## config.mk

```make
export PLATFORM = sky130hd
export DESIGN_NAME = box_intersection_over_union
export DESIGN_NICKNAME = d
export VERILOG_FILES = /design/src/design/iou_pkg.sv /design/src/design/box_intersection_over_union.sv
export VERILOG_INCLUDE_DIRS = /design/src /design/src/design
export SDC_FILE = /design/constraint.sdc
export NUM_CORES = 2
export LEC_CHECK = 0
export BUFFER_PORTS_ARGS = -buffer_cell sky130_fd_sc_hd__buf_2
export CAP_MARGIN = 20
export CORE_ASPECT_RATIO = 1.1
export CORE_MARGIN = 4
export CORE_UTILIZATION = 34
export DETAILED_ROUTE_END_ITERATION = 16
export MAX_ROUTING_LAYER = met4
export PLACE_DENSITY_LB_ADDON = 0.3
export SLEW_MARGIN = 20
export SYNTH_ARGS = -nofsm -noshare
export SYNTH_HDL_FRONTEND = slang
export SYNTH_SLANG_ARGS = --single-unit
```

## constraint.sdc

```tcl
create_clock -name clk -period 16.7 [get_ports clk]
set_input_delay 0.835 -clock clk [delete_from_list [all_inputs] [get_ports clk]]
set_output_delay 0.835 -clock clk [all_outputs]
set_load 0.01 [all_outputs]
```

## src/design/assert_macros.svh

```systemverilog
// ---------------------------------------------------------------------------
// Assertion macros for the RTL files.
// Each macro samples on the rising edge of clk and is off while rst_n is low.
// ---------------------------------------------------------------------------
`ifndef ASSERT_MACROS_SVH
`define ASSERT_MACROS_SVH

// Same-cycle implication.
`define AST_IMPLIES(label, ante, cons, msg) \
    label: assert property (@(posedge clk) disable iff (!rst_n) (ante) |-> (cons)) \
        else $error(msg);

// Next-cycle implication.
`define AST_NEXT(label, ante, cons, msg) \
    label: assert property (@(posedge clk) disable iff (!rst_n) (ante) |=> (cons)) \
        else $error(msg);

`endif

```

## src/design/iou_pkg.sv

```systemverilog
`timescale 1ns / 1ps
// ---------------------------------------------------------------------------
// iou_pkg
// Widths, payload types and the span overlap helper of the box IoU block.
// ---------------------------------------------------------------------------
package iou_pkg;

    localparam int COORD_BITS  = 12;
    localparam int FRAC_BITS   = 16;
    localparam int AREA_BITS   = 2 * COORD_BITS;
    localparam int UNI_BITS    = AREA_BITS + 1;
    localparam int QUO_BITS    = FRAC_BITS + 1;
    localparam int DIV_STEPS   = QUO_BITS;
    localparam int PIPE_STAGES = 3 + DIV_STEPS;

    localparam logic [QUO_BITS-1:0] RATIO_ONE = QUO_BITS'(1) << FRAC_BITS;

    typedef logic [COORD_BITS-1:0] coord_t;

    typedef struct packed {
        coord_t a_left;
        coord_t a_top;
        coord_t a_width;
        coord_t a_height;
        coord_t b_left;
        coord_t b_top;
        coord_t b_width;
        coord_t b_height;
    } iou_req_t;

    typedef struct packed {
        logic [QUO_BITS-1:0] ratio;
        logic                empty_union;
    } iou_rsp_t;

    // Overlap of [lo_a, lo_a+len_a) and [lo_b, lo_b+len_b), clamped at zero.
    function automatic coord_t span_overlap(
        input coord_t lo_a,
        input coord_t len_a,
        input coord_t lo_b,
        input coord_t len_b
    );
        logic [COORD_BITS:0] hi_a;
        logic [COORD_BITS:0] hi_b;
        logic [COORD_BITS:0] lo;
        logic [COORD_BITS:0] hi;
        logic [COORD_BITS:0] diff;
        hi_a = {1'b0, lo_a} + {1'b0, len_a};
        hi_b = {1'b0, lo_b} + {1'b0, len_b};
        lo   = (lo_a > lo_b) ? {1'b0, lo_a} : {1'b0, lo_b};
        hi   = (hi_a < hi_b) ? hi_a : hi_b;
        diff = (hi > lo) ? (hi - lo) : '0;
        return diff[COORD_BITS-1:0];
    endfunction

endpackage

```

## src/design/box_intersection_over_union.sv

```systemverilog
`timescale 1ns / 1ps
// ---------------------------------------------------------------------------
// box_intersection_over_union
// Pipelined intersection over union of two axis-aligned boxes.
// ---------------------------------------------------------------------------
// Usage:
//   A request carries two boxes (left, top, width, height each) on req and is
//   taken at a rising edge where req_valid is high and req_stall is low. Each
//   request gives exactly one response on rsp: ratio = floor(overlap * 2^16 /
//   union) with 2^16 meaning 1.0, and empty_union set (ratio 0) when both
//   boxes have zero area. Edges are exclusive on the right and bottom.
//   The pipe is three arithmetic stages (overlap and areas, intersection and
//   area sum, union) followed by a 17-stage restoring divider that retires
//   one quotient bit per stage. It takes one request per cycle while
//   req_stall is low.
//   Every stage owns a valid bit. A stage advances when it is empty or its
//   successor advances, so a stalled response holds in the last stage while
//   bubbles further up still fill; req_stall rises only once the pipe is full
//   back to the entry stage. Reset clears all valid bits and no response is
//   shown until a request has been accepted.
// ---------------------------------------------------------------------------
`include "assert_macros.svh"

module box_intersection_over_union
    import iou_pkg::*;
(
    input  logic     clk,
    input  logic     rst_n,
    input  logic     req_valid,
    output logic     req_stall,
    input  iou_req_t req,
    output logic     rsp_valid,
    input  logic     rsp_stall,
    output iou_rsp_t rsp
);

    // Valid bit of each stage and the advance chain (top bit is the consumer).
    logic [PIPE_STAGES-1:0] vld_reg;
    logic [PIPE_STAGES:0]   adv;

    // Stage 0: overlap extents and both areas.
    coord_t                 ow_reg;
    coord_t                 oh_reg;
    logic [AREA_BITS-1:0]   area_a_reg;
    logic [AREA_BITS-1:0]   area_b_reg;

    // Stage 1: intersection area and sum of the two areas.
    logic [AREA_BITS-1:0]   inter_reg;
    logic [UNI_BITS-1:0]    sum_reg;

    // Divider: entry 0 is the setup stage, entries 1..DIV_STEPS retire one
    // quotient bit each.
    logic [UNI_BITS-1:0]    dv_rem_reg  [DIV_STEPS+1];
    logic [UNI_BITS-1:0]    dv_uni_reg  [DIV_STEPS+1];
    logic [QUO_BITS-1:0]    dv_quo_reg  [DIV_STEPS+1];
    logic                   dv_emp_reg  [DIV_STEPS+1];
    logic [UNI_BITS-1:0]    dv_rem_next [DIV_STEPS+1];
    logic [QUO_BITS-1:0]    dv_quo_next [DIV_STEPS+1];
    logic                   lsb_reg;

    logic [UNI_BITS-1:0]    uni_next;

    // Last stage holds a real quotient (valid and nonzero union).
    logic                   out_live;
    logic                   rem_ok;

    // ------------------------------------------------------------------
    // Advance chain: a stage moves when it is empty or the next one moves.
    // ------------------------------------------------------------------
    always_comb
    begin
        adv[PIPE_STAGES] = !rsp_stall;
        for (int k = PIPE_STAGES - 1; k >= 0; k--)
        begin
            adv[k] = !vld_reg[k] || adv[k+1];
        end
    end

    assign req_stall = !adv[0];

    always_ff @(posedge clk or negedge rst_n)
    begin
        if (!rst_n)
        begin
            vld_reg <= '0;
        end
        else
        begin
            if (adv[0])
            begin
                vld_reg[0] <= req_valid;
            end
            for (int k = 1; k < PIPE_STAGES; k++)
            begin
                if (adv[k])
                begin
                    vld_reg[k] <= vld_reg[k-1];
                end
            end
        end
    end

    // ------------------------------------------------------------------
    // Stages 0 and 1: overlap, areas, intersection, area sum.
    // ------------------------------------------------------------------
    always_ff @(posedge clk)
    begin
        if (adv[0])
        begin
            ow_reg     <= span_overlap(req.a_left, req.a_width, req.b_left, req.b_width);
            oh_reg     <= span_overlap(req.a_top, req.a_height, req.b_top, req.b_height);
            area_a_reg <= AREA_BITS'(req.a_width) * AREA_BITS'(req.a_height);
            area_b_reg <= AREA_BITS'(req.b_width) * AREA_BITS'(req.b_height);
        end
        if (adv[1])
        begin
            inter_reg <= AREA_BITS'(ow_reg) * AREA_BITS'(oh_reg);
            sum_reg   <= {1'b0, area_a_reg} + {1'b0, area_b_reg};
        end
    end

    // Union never goes negative: the intersection is part of each area.
    assign uni_next = sum_reg - {1'b0, inter_reg};

    // ------------------------------------------------------------------
    // Restoring divider. The dividend is inter * 2^FRAC_BITS, so the
    // partial remainder starts at inter >> 1 (below the union), the first
    // step brings down the intersection's low bit and later steps a zero.
    // ------------------------------------------------------------------
    always_comb
    begin
        logic                bit_in;
        logic [UNI_BITS:0]   trial;
        logic [UNI_BITS:0]   diff;
        logic                ge;
        dv_rem_next[0] = '0;
        dv_quo_next[0] = '0;
        for (int d = 1; d <= DIV_STEPS; d++)
        begin
            bit_in         = (d == 1) ? lsb_reg : 1'b0;
            trial          = {dv_rem_reg[d-1], bit_in};
            diff           = trial - {1'b0, dv_uni_reg[d-1]};
            ge             = (trial >= {1'b0, dv_uni_reg[d-1]});
            dv_rem_next[d] = ge ? diff[UNI_BITS-1:0] : trial[UNI_BITS-1:0];
            dv_quo_next[d] = {dv_quo_reg[d-1][QUO_BITS-2:0], ge};
        end
    end

    always_ff @(posedge clk)
    begin
        if (adv[2])
        begin
            dv_rem_reg[0] <= UNI_BITS'(inter_reg >> 1);
            dv_uni_reg[0] <= uni_next;
            dv_quo_reg[0] <= '0;
            dv_emp_reg[0] <= (uni_next == '0);
            lsb_reg       <= inter_reg[0];
        end
        for (int d = 1; d <= DIV_STEPS; d++)
        begin
            if (adv[d+2])
            begin
                dv_rem_reg[d] <= dv_rem_next[d];
                dv_uni_reg[d] <= dv_uni_reg[d-1];
                dv_quo_reg[d] <= dv_quo_next[d];
                dv_emp_reg[d] <= dv_emp_reg[d-1];
            end
        end
    end

    // ------------------------------------------------------------------
    // Response: the last divider stage is the output register. Force the
    // ratio to zero on an empty union.
    // ------------------------------------------------------------------
    assign rsp_valid       = vld_reg[PIPE_STAGES-1];
    assign rsp.ratio       = dv_emp_reg[DIV_STEPS] ? '0 : dv_quo_reg[DIV_STEPS];
    assign rsp.empty_union = dv_emp_reg[DIV_STEPS];

    // ------------------------------------------------------------------
    // Assertions
    // ------------------------------------------------------------------
    assign out_live = vld_reg[PIPE_STAGES-1] && !dv_emp_reg[DIV_STEPS];
    assign rem_ok   = (dv_rem_reg[DIV_STEPS] < dv_uni_reg[DIV_STEPS]);

    `AST_IMPLIES(a_ratio_bound, out_live, dv_quo_reg[DIV_STEPS] <= RATIO_ONE, "ratio above one")
    `AST_IMPLIES(a_rem_below_union, out_live, rem_ok, "remainder not below union")
    `AST_NEXT(a_accept_loads, req_valid && !req_stall, vld_reg[0], "request not captured")
    `AST_NEXT(a_hold_on_stall, rsp_valid && rsp_stall, rsp_valid && $stable(rsp), "response lost")

endmodule

```

[After elaboration in Yosys (flattened, before gate mapping)]
Memory sizes are Yosys's and may differ from the RTL's.
Cells that the tools add are included.
Storage, ports and cells
  output and inout bits: 20
  memories kept: 4
  flip-flop bits (word level): 142
  bits of input ports: 100
  bits in writable memories: 1224
Cells by class
  $mul: 3
  $add $sub $neg: 25
  magnitude comparators: 23
  reduce and logical (&&, ||, !) cells: 43
  muxes and demuxes: 58
Memories
  dv_rem_reg: depth 18, bits a word 25, rd ports 17, clocked after Yosys merged registers in 0, write ports 18, RTL line box_intersection_over_union.sv:53  | logic [UNI_BITS-1:0] dv_rem_reg [DIV_STEPS+1];
  dv_uni_reg: depth 18, bits a word 25, rd ports 17, clocked after Yosys merged registers in 0, write ports 18, RTL line box_intersection_over_union.sv:54  | logic [UNI_BITS-1:0] dv_uni_reg [DIV_STEPS+1];
  dv_quo_reg: depth 18, bits a word 17, rd ports 18, clocked after Yosys merged registers in 0, write ports 18, RTL line box_intersection_over_union.sv:55  | logic [QUO_BITS-1:0] dv_quo_reg [DIV_STEPS+1];
  dv_emp_reg: depth 18, bits a word 1, rd ports 18, clocked after Yosys merged registers in 0, write ports 18, RTL line box_intersection_over_union.sv:56  | logic dv_emp_reg [DIV_STEPS+1];
Operators with widths (number)
  26-bit by 25-bit greater-or-equal comparator with 1-bit output: 17
  25-bit two-way mux: 17
  25-bit subtractor: 17
  12-bit by 12-bit multiplier with 24-bit output: 3
  12-bit by 12-bit adder with 13-bit output: 4
  1-bit two-way mux: 36
  13-bit by 12-bit > comparator with 1-bit output: 2
  13-bit < comparator: 2
  13-bit two-way mux: 2
  24-bit by 24-bit adder with 25-bit output: 1
  25-bit zero test: 1
  25-bit by 24-bit subtractor with 25-bit output: 1
  12-bit > comparator: 2
  12-bit two-way mux: 2
  12-bit subtractor: 2
  1-bit zero test: 22
  1-bit logical OR: 20
  17-bit two-way mux: 1

[Logic depth before layout (Yosys ltp)]
  word-level depth: 22
  gate-level depth with buffers: 31

[Worst setup path before layout]
OpenSTA, ideal clock, no wires.
  path type: input -> output
  from: input rsp_stall
  to: output req_stall
  stages: 10
  buffers on the path: 0
  slack: 8.216 ns
  arrival time: 7.649 ns
  data required time: 15.865 ns
  cells stage by stage: and3_1 -> inv_1 -> nor2_1 -> and2_1 -> inv_1 -> nor3_1 -> nand3_1 -> nor2_1 -> nand2_1 -> inv_1
On the way
  word-level cells in the longest chain between the ends: 22
Ends and longest elaborated chain
  start, declared: RTL line box_intersection_over_union.sv:33  | input logic rsp_stall,
  1-bit zero test: RTL line box_intersection_over_union.sv:72  | adv[PIPE_STAGES] = !rsp_stall;
  1-bit logical OR (2 in series): RTL line box_intersection_over_union.sv:75  | adv[k] = !vld_reg[k] || adv[k+1];
  via adv[18]: RTL line box_intersection_over_union.sv:39  | logic [PIPE_STAGES:0] adv;
  1-bit logical OR (4 in series): RTL line box_intersection_over_union.sv:75
  via adv[14]: RTL line box_intersection_over_union.sv:39
  1-bit logical OR (12 in series): RTL line box_intersection_over_union.sv:75
  via adv[2]: RTL line box_intersection_over_union.sv:39
  1-bit logical OR (2 in series): RTL line box_intersection_over_union.sv:75
  1-bit zero test: RTL line box_intersection_over_union.sv:79  | assign req_stall = !adv[0];
  end, declared: RTL line box_intersection_over_union.sv:30  | output logic req_stall,
The timed path passes the listed nets, and every way through them passes these cells.

[Worst setup path in the final report]
  from: input req[49] (netlist bit)
  to: register oh_reg[6], data pin
On the way
  word-level cells in the longest chain between the ends: 4
  elaborated cells between the ends (all ways): 5
  classes of those cells: add/sub (2); order compare (2); mux (1)
Ends and longest elaborated chain
  start, declared: RTL line box_intersection_over_union.sv:31  | input iou_req_t req,
  12-bit by 12-bit adder with 13-bit output (*): RTL line iou_pkg.sv:48  | hi_a = {1'b0, lo_a} + {1'b0, len_a};
  13-bit < comparator: RTL line iou_pkg.sv:51  | hi = (hi_a < hi_b) ? hi_a : hi_b;
  13-bit two-way mux (*): RTL line iou_pkg.sv:51
  12-bit subtractor or 13-bit by 12-bit > comparator with 1-bit output (tied branches): RTL line iou_pkg.sv:52  | diff = (hi > lo) ? (hi - lo) : '0;
  end signal, assigned: RTL line box_intersection_over_union.sv:111  | oh_reg <= span_overlap(req.a_top, req.a_height, req.b_top, req.b_height);
  end, declared: RTL line box_intersection_over_union.sv:43  | coord_t oh_reg;
Mark *: on every way between the ends. The rest lies on a longest branch, timed or not.
A chain may end at the register's enable or synchronous reset.

==> flow_summary.ini <==
[final_layout]
layout-drive-gt1-share_pct = 6.561
fin_nets = 8777
finalNonFillerCells = 10800
areaGrowthSynthToFinish_pct = 10.49
largest_register_ffs = 425
final_common_cell = edfxtp_1
mostFrequentLayoutCells = edfxtp_1, inv_1, ha_1

[timing]
worst_clock_skew_ns = 0.02140
fin_tns_setup_ns = 0
slew_headroom_pct = 26.79
period_share_pct = 42.53
drv_slew = 0
hold_viol_final = 0
worst_pin_slew_ns = 1.098
min_period_ns = 7.102
setup_viol = 0
hold_ws_ns = 0.1009
fmax_ghz = 0.1408
rsz0062_at_grt = false

[logic_synthesis]
synth-edff-count = 1141
async_flop_share_pct = 1.723
synth_seq_area_share_pct = 42.99
yosysWarnings = 0
synth_cell_types = 92
synth_top_flop_cell = edfxtp_1
yosys_register_bits = 1161
syn_nets = 8634
synth_area_mm2 = 0.08087
syn_inst = 7435
syn_avg_cell_area_um2 = 10.88

[worst_setup_path]
ff2ff_setup_slack_ns = 10.62
cpPeakStageDelay_ns = 0.78
r2r-start = oh_reg[8]
cpMaxStageDelayCell = mux2i_1
crit_arrival_ns = 7.58
reg2regPathDepth = 19
crit_end = oh_reg[6]
startpoint_type = input port
r2r_end = inter_reg[22]
cp-end-kind = flop
worstPathRequired_ns = 17.18
crit_start = req[49]
path_class = in2reg
cp_max_fo = 18

[route]
post_drt_wl_per_cell_um = 18.38
ant_nets = 0
drcViolationCount = 0
postRouteWirelength_um = 198600
vias = 53930
viasPerCell = 4.992
dr.pass1.iters = 6
drt-initial-drc-count = 2910

[cts]
cts_tree = built
clock_path_buffers = 3
cts.sinks = 1161
cts_made_buffers = 131
clk_pin_slew_ns = 0.06
cts-root-buf = clkbuf_16
htreeDepth = 4
postCtsSetupRepairBufs = 0
worstSkewPairLatency_ns = 0.77
postCtsHoldBufs = 0
post_cts_resized = 0

[floorplan]
die_x_um = 473
num_rows = 187
core_mm2 = 0.2363
initial_core_util_pct = 34.22
dieArea_mm2 = 0.2457
ios = 120
die-height_um = 519.5

[global_routing]
grt_pass1_wl_um = 312700
antenna_found_initial = 2
grt_max_degree = 69
grt_use_total_pct = 16.58
grt-ovfl-total = 0
grt_pass1_vias = 55430

[place]
dp_hpwl_um = 160100
dp.cells = 10560
gp_congestion = 0.8812
io_buffer_count = 119

[run_status]
status = complete, no violations

[min_path]
hp-class = in2async

[flow_run]
cap_viol_max_count = 0
-- cell type report --
class                           count  area, um^2
Timing Repair Buffer              156       873.3
Inverter                         1078        4048
Sequential cell                  1161       34760
Clock buffer                      162        3445
Multi-Input combinational cell   5050       41500
Antenna cell                        3       7.507
Tap cell                         3118        3901
Clock inverter                     75       815.8
Fill cell                       23050      147000
-- kinds of logic (layout without fill, tap and decap cells) --
group,after synthesis,in the layout,synth area share [%]
simple gates,1803,1803,10.99
mux,331,331,4.527
other cells,0,3,0
buf+inv,1224,1471,5.776
flops,1161,1161,42.99
compound gates,1373,1373,10.90
xor+xnor,442,442,4.787
fa+ha+maj,1101,1101,20.04
-- Yosys cell counts, types with 82 or more instances --
library cell | instances | share of area, %
mux2_1 | 199 | 2.8
nor3_1 | 117 | 0.72
nand4_1 | 82 | 0.63
xnor2_1 | 302 | 3.3
a21oi_1 | 376 | 2.3
nand3_1 | 115 | 0.71
ha_1 | 775 | 12
and2_1 | 202 | 1.6
clkbuf_1 | 111 | 0.52
nor2_1 | 366 | 1.7
edfxtp_1 | 1141 | 42
a21o_1 | 217 | 2.0
xor2_1 | 140 | 1.5
nor2b_1 | 118 | 0.91
o21ai_0 | 257 | 1.6
inv_1 | 1078 | 5.0
nand2_1 | 530 | 2.5
fa_1 | 324 | 8.0
o21a_1 | 87 | 0.81
-- worst max-delay path: cells and delay by family --
kind	cells	cell delay, ns
AOI/OAI and AO/OA	14	3.11
adders and majority gates	4	1.33
and+or+nand+nor	8	1.03
muxes	1	0.78
buffers and inverters	1	0.27
xor gates and xnor gates	1	0.18
-- worst min-delay path by stage --
stage	endpoint	cells past startpoint
after global placement	dv_quo_reg[11][3]	0
after global routing	vld_reg[19]	1
after floorplan	dv_emp_reg[10]	0
after CTS	vld_reg[19]	1
final	vld_reg[19]	1
after detailed placement	dv_emp_reg[15]	0
-- per-layer routing --
| metal | wire, um | track usage (%) | part of all wire [%] |
|---|---|---|---|
| met3 | 6448 | 1.760 | 3.2 |
| met4 | 8174 | 6.442 | 4.1 |
| met1 | 82600 | 19.28 | 42 |
| met5 | 0 | - | 0 |
| met2 | 101300 | 29.36 | 51 |
-- metrics by stage --
| stage | util (%) | area [um^2] | setup WS, ns |
|---|---|---|---|
| 2_1_floorplan | - | 80870 | 8.216 |
| 3_3_place_gp | 36.00 | 85080 | 8.856 |
| 3_5_place_dp | 36.00 | 85080 | 8.823 |
| 4_1_cts | 37.81 | 89340 | 9.664 |
| 5_1_grt | 37.81 | 89350 | 8.915 |
| 6_report | 37.81 | 89350 | 9.598 |
Power is left out: the tool's default activity adds up to more than one toggle a clock period on the data nets, which glitch-free logic cannot reach.
